**src/sv/tss_pkg.sv**
```systemverilog
package tss_pkg;

  localparam int COORD_W       = 13;
  localparam int ROW_W         = 10;
  localparam int COLOR_W       = 16;
  localparam int SCREEN_WIDTH  = 1024;
  localparam int SCREEN_HEIGHT = 1024;

  localparam int DIFF_W     = COORD_W + 1;
  localparam int PROD_W     = 2 * DIFF_W;
  localparam int NUM_W      = 2 * COORD_W;
  localparam int DIV_BITS   = COORD_W;
  localparam int DIV_STEPS  = 2;
  localparam int DIV_STAGES = (DIV_BITS + DIV_STEPS - 1) / DIV_STEPS;
  localparam int XPOS_W     = DIFF_W + 1;
  localparam int EDGES      = 3;
  localparam int LANES      = 2;

  typedef struct packed {
    logic signed [COORD_W-1:0] ax;
    logic signed [COORD_W-1:0] ay;
    logic signed [COORD_W-1:0] bx;
    logic signed [COORD_W-1:0] by_coord;
    logic signed [COORD_W-1:0] cx;
    logic signed [COORD_W-1:0] cy;
    logic [ROW_W-1:0]          row;
    logic [COLOR_W-1:0]        fill_color;
  } tss_query_t;

  typedef struct packed {
    logic               span_valid;
    logic [ROW_W-1:0]   span_start;
    logic [ROW_W-1:0]   span_end;
    logic [ROW_W-1:0]   span_row;
    logic [COLOR_W-1:0] span_color;
  } tss_span_t;

  typedef struct packed {
    logic               ok;
    logic [ROW_W-1:0]   row;
    logic [COLOR_W-1:0] color;
  } tss_meta_t;

  typedef struct packed {
    logic signed [COORD_W-1:0] x0;
    logic signed [DIFF_W-1:0]  dx;
    logic signed [DIFF_W-1:0]  t;
    logic signed [DIFF_W-1:0]  dy;
  } tss_setup_lane_t;

  typedef struct packed {
    logic                              v;
    tss_meta_t                         meta;
    tss_setup_lane_t [LANES-1:0]       lane;
  } tss_setup_t;

  typedef struct packed {
    logic signed [COORD_W-1:0] x0;
    logic                      neg;
    logic [NUM_W-1:0]          rem;
    logic [COORD_W-1:0]        den;
    logic [DIV_BITS-1:0]       quo;
  } tss_div_lane_t;

  typedef struct packed {
    logic                        v;
    tss_meta_t                   meta;
    tss_div_lane_t [LANES-1:0]   lane;
  } tss_div_t;

endpackage

```
**src/sv/tss_query_if.sv**
```systemverilog
interface tss_query_if;
  import tss_pkg::*;

  logic                      valid;
  logic                      ready;
  logic signed [COORD_W-1:0] ax;
  logic signed [COORD_W-1:0] ay;
  logic signed [COORD_W-1:0] bx;
  logic signed [COORD_W-1:0] by_coord;
  logic signed [COORD_W-1:0] cx;
  logic signed [COORD_W-1:0] cy;
  logic [ROW_W-1:0]          row;
  logic [COLOR_W-1:0]        fill_color;

  modport source (
    output valid, ax, ay, bx, by_coord, cx, cy, row, fill_color,
    input  ready
  );

  modport sink (
    input  valid, ax, ay, bx, by_coord, cx, cy, row, fill_color,
    output ready
  );

endinterface

```
**src/sv/tss_span_if.sv**
```systemverilog
interface tss_span_if;
  import tss_pkg::*;

  logic               valid;
  logic               ready;
  logic               span_valid;
  logic [ROW_W-1:0]   span_start;
  logic [ROW_W-1:0]   span_end;
  logic [ROW_W-1:0]   span_row;
  logic [COLOR_W-1:0] span_color;

  modport source (
    output valid, span_valid, span_start, span_end, span_row, span_color,
    input  ready
  );

  modport sink (
    input  valid, span_valid, span_start, span_end, span_row, span_color,
    output ready
  );

endinterface

```
**src/sv/tss_edge_setup.sv**
```systemverilog
module tss_edge_setup (
  input  logic                clk,
  input  logic                rst,
  input  logic                adv,
  input  logic                vld,
  input  tss_pkg::tss_query_t qry,
  output tss_pkg::tss_setup_t stg
);
  import tss_pkg::*;

  localparam logic signed [DIFF_W-1:0] YMAX = DIFF_W'(SCREEN_HEIGHT - 1);

  tss_setup_t stg_next;

  always_comb begin
    logic signed [DIFF_W-1:0] xs [EDGES];
    logic signed [DIFF_W-1:0] ys [EDGES];
    logic signed [DIFF_W-1:0] r;
    logic signed [DIFF_W-1:0] lo;
    logic signed [DIFF_W-1:0] hi;
    logic signed [DIFF_W-1:0] x1;
    logic signed [DIFF_W-1:0] y1;
    logic signed [DIFF_W-1:0] dxe [EDGES];
    logic signed [DIFF_W-1:0] dye [EDGES];
    logic signed [DIFF_W-1:0] te  [EDGES];
    logic [EDGES-1:0]         hit;
    logic [1:0]               ia;
    logic [1:0]               ib;
    logic                     in_range;

    xs[0] = {qry.ax[COORD_W-1], qry.ax};
    ys[0] = {qry.ay[COORD_W-1], qry.ay};
    xs[1] = {qry.bx[COORD_W-1], qry.bx};
    ys[1] = {qry.by_coord[COORD_W-1], qry.by_coord};
    xs[2] = {qry.cx[COORD_W-1], qry.cx};
    ys[2] = {qry.cy[COORD_W-1], qry.cy};
    r = $signed({{(DIFF_W-ROW_W){1'b0}}, qry.row});

    lo = ys[0];
    hi = ys[0];
    for (int e = 1; e < EDGES; e++) begin
      if (ys[e] < lo) lo = ys[e];
      if (ys[e] > hi) hi = ys[e];
    end
    if (lo < 0) lo = '0;
    if (hi > YMAX) hi = YMAX;
    in_range = (r >= lo) && (r <= hi);

    for (int e = 0; e < EDGES; e++) begin
      x1 = xs[(e == EDGES - 1) ? 0 : e + 1];
      y1 = ys[(e == EDGES - 1) ? 0 : e + 1];
      hit[e] = ((ys[e] <= r) && (r < y1)) || ((y1 <= r) && (r < ys[e]));
      dxe[e] = x1 - xs[e];
      dye[e] = y1 - ys[e];
      te[e]  = r - ys[e];
    end

    ia = hit[0] ? 2'd0 : (hit[1] ? 2'd1 : 2'd2);
    ib = (hit[0] && hit[1]) ? 2'd1 : 2'd2;

    stg_next.v          = vld;
    stg_next.meta.ok    = in_range &&
                          ((hit[0] && hit[1]) || (hit[0] && hit[2]) || (hit[1] && hit[2]));
    stg_next.meta.row   = qry.row;
    stg_next.meta.color = qry.fill_color;

    stg_next.lane[0].x0 = xs[ia][COORD_W-1:0];
    stg_next.lane[0].dx = dxe[ia];
    stg_next.lane[0].t  = te[ia];
    stg_next.lane[0].dy = dye[ia];
    stg_next.lane[1].x0 = xs[ib][COORD_W-1:0];
    stg_next.lane[1].dx = dxe[ib];
    stg_next.lane[1].t  = te[ib];
    stg_next.lane[1].dy = dye[ib];
  end

  always_ff @(posedge clk) begin
    if (rst) begin
      stg.v <= 1'b0;
    end else if (adv) begin
      stg <= stg_next;
    end
  end

endmodule

```
**src/sv/tss_mult.sv**
```systemverilog
module tss_mult (
  input  logic                clk,
  input  logic                rst,
  input  logic                adv,
  input  tss_pkg::tss_setup_t stg,
  output tss_pkg::tss_div_t   dst
);
  import tss_pkg::*;

  logic                            prod_v;
  tss_meta_t                       prod_meta;
  logic signed [PROD_W-1:0]        prod   [LANES];
  logic signed [DIFF_W-1:0]        prod_dy[LANES];
  logic signed [COORD_W-1:0]       prod_x0[LANES];
  tss_div_t                        dst_next;

  always_ff @(posedge clk) begin
    if (rst) begin
      prod_v <= 1'b0;
    end else if (adv) begin
      prod_v    <= stg.v;
      prod_meta <= stg.meta;
      for (int l = 0; l < LANES; l++) begin
        prod[l]    <= $signed(stg.lane[l].dx) * $signed(stg.lane[l].t);
        prod_dy[l] <= stg.lane[l].dy;
        prod_x0[l] <= stg.lane[l].x0;
      end
    end
  end

  always_comb begin
    logic [PROD_W-1:0] pmag;
    logic [DIFF_W-1:0] dmag;

    dst_next.v    = prod_v;
    dst_next.meta = prod_meta;
    for (int l = 0; l < LANES; l++) begin
      pmag = prod[l][PROD_W-1] ? PROD_W'(-prod[l]) : PROD_W'(prod[l]);
      dmag = prod_dy[l][DIFF_W-1] ? DIFF_W'(-prod_dy[l]) : DIFF_W'(prod_dy[l]);
      dst_next.lane[l].x0  = prod_x0[l];
      dst_next.lane[l].neg = prod[l][PROD_W-1] ^ prod_dy[l][DIFF_W-1];
      dst_next.lane[l].rem = pmag[NUM_W-1:0];
      dst_next.lane[l].den = dmag[COORD_W-1:0];
      dst_next.lane[l].quo = '0;
    end
  end

  always_ff @(posedge clk) begin
    if (rst) begin
      dst.v <= 1'b0;
    end else if (adv) begin
      dst <= dst_next;
    end
  end

endmodule

```
**src/sv/tss_div_pipe.sv**
```systemverilog
module tss_div_pipe (
  input  logic              clk,
  input  logic              rst,
  input  logic              adv,
  input  tss_pkg::tss_div_t src,
  output tss_pkg::tss_div_t dst
);
  import tss_pkg::*;

  tss_div_t stage     [DIV_STAGES];
  tss_div_t stage_next[DIV_STAGES];

  always_comb begin
    logic [NUM_W-1:0] trial;
    int               b;

    for (int s = 0; s < DIV_STAGES; s++) begin
      stage_next[s] = (s == 0) ? src : stage[(s == 0) ? 0 : s - 1];
      for (int l = 0; l < LANES; l++) begin
        for (int j = 0; j < DIV_STEPS; j++) begin
          b = DIV_BITS - 1 - s * DIV_STEPS - j;
          if (b >= 0) begin
            trial = NUM_W'(stage_next[s].lane[l].den) << b;
            if (stage_next[s].lane[l].rem >= trial) begin
              stage_next[s].lane[l].rem = stage_next[s].lane[l].rem - trial;
              stage_next[s].lane[l].quo = {stage_next[s].lane[l].quo[DIV_BITS-2:0], 1'b1};
            end else begin
              stage_next[s].lane[l].quo = {stage_next[s].lane[l].quo[DIV_BITS-2:0], 1'b0};
            end
          end
        end
      end
    end
  end

  always_ff @(posedge clk) begin
    if (rst) begin
      for (int s = 0; s < DIV_STAGES; s++) begin
        stage[s].v <= 1'b0;
      end
    end else if (adv) begin
      for (int s = 0; s < DIV_STAGES; s++) begin
        stage[s] <= stage_next[s];
      end
    end
  end

  assign dst = stage[DIV_STAGES-1];

endmodule

```
**src/sv/tss_span_clip.sv**
```systemverilog
module tss_span_clip (
  input  logic               clk,
  input  logic               rst,
  input  logic               adv,
  input  tss_pkg::tss_div_t  src,
  output logic               out_v,
  output tss_pkg::tss_span_t out
);
  import tss_pkg::*;

  localparam logic signed [XPOS_W-1:0] XMAX = XPOS_W'(SCREEN_WIDTH - 1);

  logic                     pos_v;
  tss_meta_t                pos_meta;
  logic signed [XPOS_W-1:0] pos[LANES];

  always_ff @(posedge clk) begin
    logic signed [DIFF_W-1:0] q;

    if (rst) begin
      pos_v <= 1'b0;
    end else if (adv) begin
      pos_v    <= src.v;
      pos_meta <= src.meta;
      for (int l = 0; l < LANES; l++) begin
        q = src.lane[l].neg ? -$signed({1'b0, src.lane[l].quo})
                            :  $signed({1'b0, src.lane[l].quo});
        pos[l] <= $signed({{2{src.lane[l].x0[COORD_W-1]}}, src.lane[l].x0}) +
                  $signed({q[DIFF_W-1], q});
      end
    end
  end

  tss_span_t out_next;

  always_comb begin
    logic signed [XPOS_W-1:0] xa;
    logic signed [XPOS_W-1:0] xb;
    logic                     ok;

    xa = (pos[0] > pos[1]) ? pos[1] : pos[0];
    xb = (pos[0] > pos[1]) ? pos[0] : pos[1];
    if (xa < 0) xa = '0;
    if (xb > XMAX) xb = XMAX;
    ok = pos_meta.ok && (xb >= xa);

    out_next.span_valid = ok;
    out_next.span_start = ok ? xa[ROW_W-1:0] : '0;
    out_next.span_end   = ok ? xb[ROW_W-1:0] : '0;
    out_next.span_row   = pos_meta.row;
    out_next.span_color = pos_meta.color;
  end

  always_ff @(posedge clk) begin
    if (rst) begin
      out_v <= 1'b0;
    end else if (adv) begin
      out_v <= pos_v;
      out   <= out_next;
    end
  end

endmodule

```
**src/sv/triangle_scanline_span.sv**
```systemverilog
// Pipeline: setup, two multiplier stages, a seven stage divider (up to two
// quotient bits per stage) and two clip stages; one query per cycle
// is accepted while the output is not stalled.
// A stalled output holds the whole pipeline; nothing is dropped or repeated.
// Reset (rst, synchronous) clears all stage valid bits; no clearing pass.
module triangle_scanline_span (
  input  logic        clk,
  input  logic        rst,
  tss_query_if.sink   query,
  tss_span_if.source  span
);
  import tss_pkg::*;

  logic       adv;
  logic       out_v;
  tss_query_t qry;
  tss_setup_t setup_q;
  tss_div_t   mult_q;
  tss_div_t   div_q;
  tss_span_t  span_q;

  assign adv         = !out_v || span.ready;
  assign query.ready = adv;

  assign qry.ax         = query.ax;
  assign qry.ay         = query.ay;
  assign qry.bx         = query.bx;
  assign qry.by_coord   = query.by_coord;
  assign qry.cx         = query.cx;
  assign qry.cy         = query.cy;
  assign qry.row        = query.row;
  assign qry.fill_color = query.fill_color;

  tss_edge_setup u_setup (
    .clk (clk),
    .rst (rst),
    .adv (adv),
    .vld (query.valid),
    .qry (qry),
    .stg (setup_q)
  );

  tss_mult u_mult (
    .clk (clk),
    .rst (rst),
    .adv (adv),
    .stg (setup_q),
    .dst (mult_q)
  );

  tss_div_pipe u_div (
    .clk (clk),
    .rst (rst),
    .adv (adv),
    .src (mult_q),
    .dst (div_q)
  );

  tss_span_clip u_clip (
    .clk   (clk),
    .rst   (rst),
    .adv   (adv),
    .src   (div_q),
    .out_v (out_v),
    .out   (span_q)
  );

  assign span.valid      = out_v;
  assign span.span_valid = span_q.span_valid;
  assign span.span_start = span_q.span_start;
  assign span.span_end   = span_q.span_end;
  assign span.span_row   = span_q.span_row;
  assign span.span_color = span_q.span_color;

endmodule
```
**src/flat_wrapper.sv**
```systemverilog
// flat-port wrapper written by rule: the top's interface ports become plain ports
module triangle_scanline_span_flat import tss_pkg::*;
  (clk, rst, query_valid, query_ax, query_ay, query_bx, query_by_coord, query_cx, query_cy, query_row, query_fill_color, query_ready, span_valid, span_span_valid, span_span_start, span_span_end, span_span_row, span_span_color, span_ready);
  tss_query_if query_i ();
  tss_span_if span_i ();
  input  logic clk;
  input  logic rst;
  input wire logic [$bits(query_i.valid)-1:0] query_valid;
  input wire logic [$bits(query_i.ax)-1:0] query_ax;
  input wire logic [$bits(query_i.ay)-1:0] query_ay;
  input wire logic [$bits(query_i.bx)-1:0] query_bx;
  input wire logic [$bits(query_i.by_coord)-1:0] query_by_coord;
  input wire logic [$bits(query_i.cx)-1:0] query_cx;
  input wire logic [$bits(query_i.cy)-1:0] query_cy;
  input wire logic [$bits(query_i.row)-1:0] query_row;
  input wire logic [$bits(query_i.fill_color)-1:0] query_fill_color;
  output wire logic [$bits(query_i.ready)-1:0] query_ready;
  output wire logic [$bits(span_i.valid)-1:0] span_valid;
  output wire logic [$bits(span_i.span_valid)-1:0] span_span_valid;
  output wire logic [$bits(span_i.span_start)-1:0] span_span_start;
  output wire logic [$bits(span_i.span_end)-1:0] span_span_end;
  output wire logic [$bits(span_i.span_row)-1:0] span_span_row;
  output wire logic [$bits(span_i.span_color)-1:0] span_span_color;
  input wire logic [$bits(span_i.ready)-1:0] span_ready;
  assign query_i.valid = query_valid;
  assign query_i.ax = query_ax;
  assign query_i.ay = query_ay;
  assign query_i.bx = query_bx;
  assign query_i.by_coord = query_by_coord;
  assign query_i.cx = query_cx;
  assign query_i.cy = query_cy;
  assign query_i.row = query_row;
  assign query_i.fill_color = query_fill_color;
  assign query_ready = query_i.ready;
  assign span_valid = span_i.valid;
  assign span_span_valid = span_i.span_valid;
  assign span_span_start = span_i.span_start;
  assign span_span_end = span_i.span_end;
  assign span_span_row = span_i.span_row;
  assign span_span_color = span_i.span_color;
  assign span_i.ready = span_ready;
  triangle_scanline_span u_core (.clk(clk), .rst(rst), .query(query_i), .span(span_i));
endmodule
```
**config.mk**
```make
export PLATFORM = sky130hd
export DESIGN_NAME = triangle_scanline_span_flat
export DESIGN_NICKNAME = d
export VERILOG_FILES = /design/src/sv/tss_pkg.sv /design/src/sv/tss_query_if.sv /design/src/sv/tss_span_if.sv /design/src/sv/tss_edge_setup.sv /design/src/sv/tss_mult.sv /design/src/sv/tss_div_pipe.sv /design/src/sv/tss_span_clip.sv /design/src/sv/triangle_scanline_span.sv /design/src/flat_wrapper.sv
export SDC_FILE = /design/constraint.sdc
export NUM_CORES = 2
export LEC_CHECK = 0
export ABC_AREA = 1
export BUFFER_PORTS_ARGS = -buffer_cell sky130_fd_sc_hd__buf_2
export CORE_AREA = 2 2 406 408
export DETAILED_ROUTE_END_ITERATION = 16
export DIE_AREA = 0 0 408 410
export GPL_ROUTABILITY_DRIVEN = 1
export PLACE_DENSITY_LB_ADDON = 0.3
export SKIP_CTS_REPAIR_TIMING = 1
export SLEW_MARGIN = 20
export SYNTH_ARGS = -nofsm -noshare
export SYNTH_HDL_FRONTEND = slang
export SYNTH_HIERARCHICAL = 1
export SYNTH_SLANG_ARGS = --single-unit
export TNS_END_PERCENT = 10
```
**constraint.sdc**
```tcl
create_clock -name clk -period 82.1 [get_ports clk]
set_clock_uncertainty 0.1 [all_clocks]
set_input_delay 16.42 -clock clk [delete_from_list [all_inputs] [get_ports clk]]
set_output_delay 16.42 -clock clk [all_outputs]
set_load 0.005 [all_outputs]
```
* Word-level counts from Yosys, hierarchy flattened
Memory sizes are Yosys's and may differ from the RTL's. A register that Yosys moved wholly into a read port is not among the register bits.
Index checks and enable logic that the tools add are counted.
** Word-level totals
- Flip-flop bits (word level) :: 350
- Bits in writable memories :: 1260
- Input port bits :: 108
- Output and inout bits :: 49
- Logic and storage cells :: 271
- Memories :: 5
** Operators by class
- Add/subtract/negate cells :: 43
- Multipliers :: 2
- $lt $le $gt $ge :: 46
- Multiplexer cells :: 107
- Bitwise operators :: 12
- Reduce and logical (&&, ||, !) cells :: 20
** Memories
- u_core.u_div.stage :: words 7, bits a word 160, read ports 7, clocked after Yosys merged registers in 0, write ports 7, line tss_div_pipe.sv:10 : tss_div_t stage [DIV_STAGES];
- u_core.u_mult.prod :: words 2, bits a word 28, read ports 2, clocked after Yosys merged registers in 0, write ports 2, line tss_mult.sv:12 : logic signed [PROD_W-1:0] prod [LANES];
- u_core.u_clip.pos :: words 2, bits a word 15, read ports 2, clocked after Yosys merged registers in 0, write ports 2, line tss_span_clip.sv:15 : logic signed [XPOS_W-1:0] pos[LANES];
- u_core.u_mult.prod_dy :: words 2, bits a word 14, read ports 2, clocked after Yosys merged registers in 0, write ports 2, line tss_mult.sv:13 : logic signed [DIFF_W-1:0] prod_dy[LANES];
- u_core.u_mult.prod_x0 :: words 2, bits a word 13, read ports 2, clocked after Yosys merged registers in 2, write ports 2, line tss_mult.sv:14 : logic signed [COORD_W-1:0] prod_x0[LANES];
** Operators by type and width (number)
- $mux W26 :: 28
- $mux W14 :: 20
- $bmux W14 S2 :: 8
- $sub A13 B13 Y14 :: 6
- $mux W13 :: 6
- $mux W15 :: 4
- $mul A14 B14 Y28 :: 2
- $ge A26 B13 Y1 :: 2
- $ge A26 B14 Y1 :: 2
- $ge A26 B15 Y1 :: 2
- $ge A26 B16 Y1 :: 2
- $ge A26 B17 Y1 :: 2
- $ge A26 B18 Y1 :: 2
- $ge A26 B19 Y1 :: 2
- $ge A26 B20 Y1 :: 2
- $ge A26 B21 Y1 :: 2
- $ge A26 B22 Y1 :: 2
- $ge A26 B23 Y1 :: 2
- $ge A26 B24 Y1 :: 2
- $ge A26 B25 Y1 :: 2
- $neg A26 Y26 :: 2
- $sub A26 B13 Y26 :: 2
- $sub A26 B14 Y26 :: 2
- $sub A26 B15 Y26 :: 2
- 39 further kinds :: 122

* Logic depth before layout (Yosys ltp)
- Depth in word-level cells :: 9
- Gate-level depth with buffers :: 46
- Mapped depth without buffers :: 44

* Cells and area by module
Netlist, hierarchy kept.
** By module, submodules not included
- tss_div_pipe :: times used 1, cells each 6429, area each 59724.8 um2, sequential area each 31470.2 um2
- tss_mult :: times used 1, cells each 2900, area each 26665.6 um2, sequential area each 8087.8 um2
- tss_edge_setup :: times used 1, cells each 1552, area each 12539.5 um2, sequential area each 4134.0 um2
- tss_span_clip :: times used 1, cells each 613, area each 6259.8 um2, sequential area each 3163.0 um2
- triangle_scanline_span :: times used 1, cells each 2, area each 7.5 um2, sequential area each 0.0 um2

* Least setup slack after synthesis
Ideal clock, no wire load.
- Kind :: in2reg
- Start point :: input port span_ready
- End point :: memory u_core/u_div/stage[0][159] (netlist name), data pin
- Library setup time :: 0.325 ns
- Arrival :: 65.984 ns
- Required time :: 81.675 ns
- Setup slack :: 15.690 ns
- Cell stages on the path :: 6
- Path buffers :: 0
- Path through :: inv_1 > nand2_1 > inv_1 > nor2_1 > inv_1 > nor2_1
** RTL lines
- start: declaration :: line flat_wrapper.sv:24 : input wire logic [$bits(span_i.ready)-1:0] span_ready;
- end: declaration :: line tss_div_pipe.sv:10

* Final worst setup path
- Start point :: input port span_ready
- End point :: output port query_ready
** Between the ends
- Cells in the longest elaborated chain, start to end :: 1
** Ends and longest elaborated chain
- $logic_or A1 B1 Y1 :: line triangle_scanline_span.sv:22 : assign adv = !out_v || span.ready;
- end: declaration :: line flat_wrapper.sv:17 : output wire logic [$bits(query_i.ready)-1:0] query_ready;
Every way passes these cells.

==> flow_summary.ini <==
[worst_hold_path]
hold_end = u_core/u_clip/out[20]$_DFFE_PP_
min_path_cells = 0
hp-class = reg2reg
hp-start = u_core/u_clip/out_next[20]$_DFFE_PP_

[layout]
drive_above_1_share_pct = 5.916
fill_cells = 12897
multi_input_area_um2 = 48420
syn2layout_area_growth_pct = 7.660
register_area_um2 = 44510
final_nets = 12475

[clocking]
cts_tree = yes
root_buffer = clkbuf_16
cts.sinks = 1484
htree_levels = 4
cts_max_path_buffers = 3
clk_latency_ps = 800
clk_pin_slew_ps = 60
numCtsBuffers = 155

[global_route]
grt_pass1_wl_um = 401100
grt_pass1_vias = 75336
track_usage_pct = 30.45
grt_overflow_total = 0
antenna_found_initial = 12
grt_max_degree = 190

[synth]
synthCells = 11091
syn-cell-area_um2 = 101100
ys_warn_count = 6
synth.avg_cell_area_um2 = 9.117
syn-num-nets = 12315

[routing]
dr.pass1.iters = 9
drt-initial-drc-count = 5839
avgViaCountPerCell = 5.555
ant_nets = 0
drc_errors = 0
vias = 75388
avgRoutedWirePerCell_um = 18.71
routed_wl_um = 253900

[timing]
hold_ws_ps = 291.6
layout_setup_ws_ps = 48550
setup_viol = 0
final.period_utilization_pct = 40.86
period_needed_ps = 33550
fmax_mhz = 29.81
worst_pin_slew_ps = 1176
max_slew_margin_pct = 21.57
rsz0062_at_grt = false
tns_ps = 0
finalHoldViolations = 0
final_max_slew_viol_count = 0

[die]
start_util_pct = 61.84
die-area_um2 = 167300
rows = 149
dieWidth_um = 408
fp.dieH_um = 410
io_pins = 157
core_area_um2 = 163500

[setup_path]
crit_required_ps = 65580
r2r-end = u_core/u_mult/prod[0][51]$_DFFE_PP_
setup.worst_path.end_class = output port
start_kind = input pin
crit_type = in2out
ff2ff_path_depth = 20
critical_path_arrival_ps = 17030
cp_max_fo = 11
timing.rr.start = u_core/u_setup/stg[71]$_DFFE_PP_
reg2reg_slack_ps = 75700

[place]
dp_hpwl_um = 195700
port_buffers = 156
place_ws_ps = 48630
place.gp.congestion = 1.025

[run]
max-cap-violations = 0

[run_status]
outcome = finished, final reports clean
[how the worst max path moves through the flow]
stage                                                          end  depth (start not counted)  slack [ps]  startpoint
final                                                  query_ready                          4       48550  span_ready
after global routing                                   query_ready                          4       48520  span_ready
after CTS                                              query_ready                          4       48570  span_ready
after detailed placement                               query_ready                          4       48630  span_ready
after global placement                                 query_ready                          4       48610  span_ready
after floorplan           u_core/u_div/stage[0][159]$_SDFFCE_PN0P_                          6       19360  span_ready
[registers in the layout, indices dropped and copies added, names as in the netlist]
name,flops
u_core/u_clip/pos_v,1
u_core/u_mult/prod_v,1
u_core/u_clip/out_next,26
u_core/u_mult/prod_x0,26
u_core/u_div/stage,970
u_core/u_mult/prod,54
u_core/u_mult/dst,134
u_core/u_clip/out_v,1
u_core/u_setup/stg,138
u_core/u_mult/prod_dy,28
u_core/u_clip/pos_meta,1
u_core/u_clip/pos,30
u_core/u_mult/dst_next,27
u_core/u_clip/out,47
[through the flow]
step	cells	instance area, um^2	util [%]
2_1_floorplan	11091	101100	-
3_3_place_gp	13283	103900	63.53
3_5_place_dp	13283	103900	63.53
4_1_cts	13565	108800	66.57
5_1_grt	13565	108800	66.57
6_report	13571	108900	66.58
[cells in the final DEF, fill, tap and decap left out, types with 33 or more instances in the layout]
cell / count
nand2_1: 2850
a31oi_1: 33
inv_1: 1894
nand4_1: 152
edfxtp_1: 1479
xnor2_1: 197
nand2_2: 60
clkbuf_1: 34
a21oi_1: 511
nor3_1: 73
nor2_1: 670
nand3_1: 537
fa_1: 427
nor2_2: 41
buf_2: 156
xor2_1: 319
clkbuf_16: 155
ha_1: 689
o21ai_0: 500
o21bai_1: 52
nand3b_1: 39
[per-layer routing]
layer,share of wire (%),wire length (um),track usage (%),vias up
li1,-,-,-,36605
met1,40,101000,37.39,35543
met2,49,124900,52.91,2596
met3,5.4,13790,3.824,638
met4,5.5,14070,15.49,6
met5,0.016,41,0,-
[area by class of cell]
type	count	share of cell area, %
sequential	1484	40.89
tap	2189	2.516
antenna	6	0.01379
clock inverter	93	0.8850
inverter	1923	6.640
multi-input combinational	7508	44.48
clock buffer	189	3.680
timing repair buffer	179	0.8942
[worst max-delay path, cell delays in order]
cell and delay, ps:
buf_2 100, inv_1 50, nand2_1 220, buf_2 230
Power is left out: the tool's default activity adds up to more than one toggle a clock period on the data nets, which glitch-free logic cannot reach.
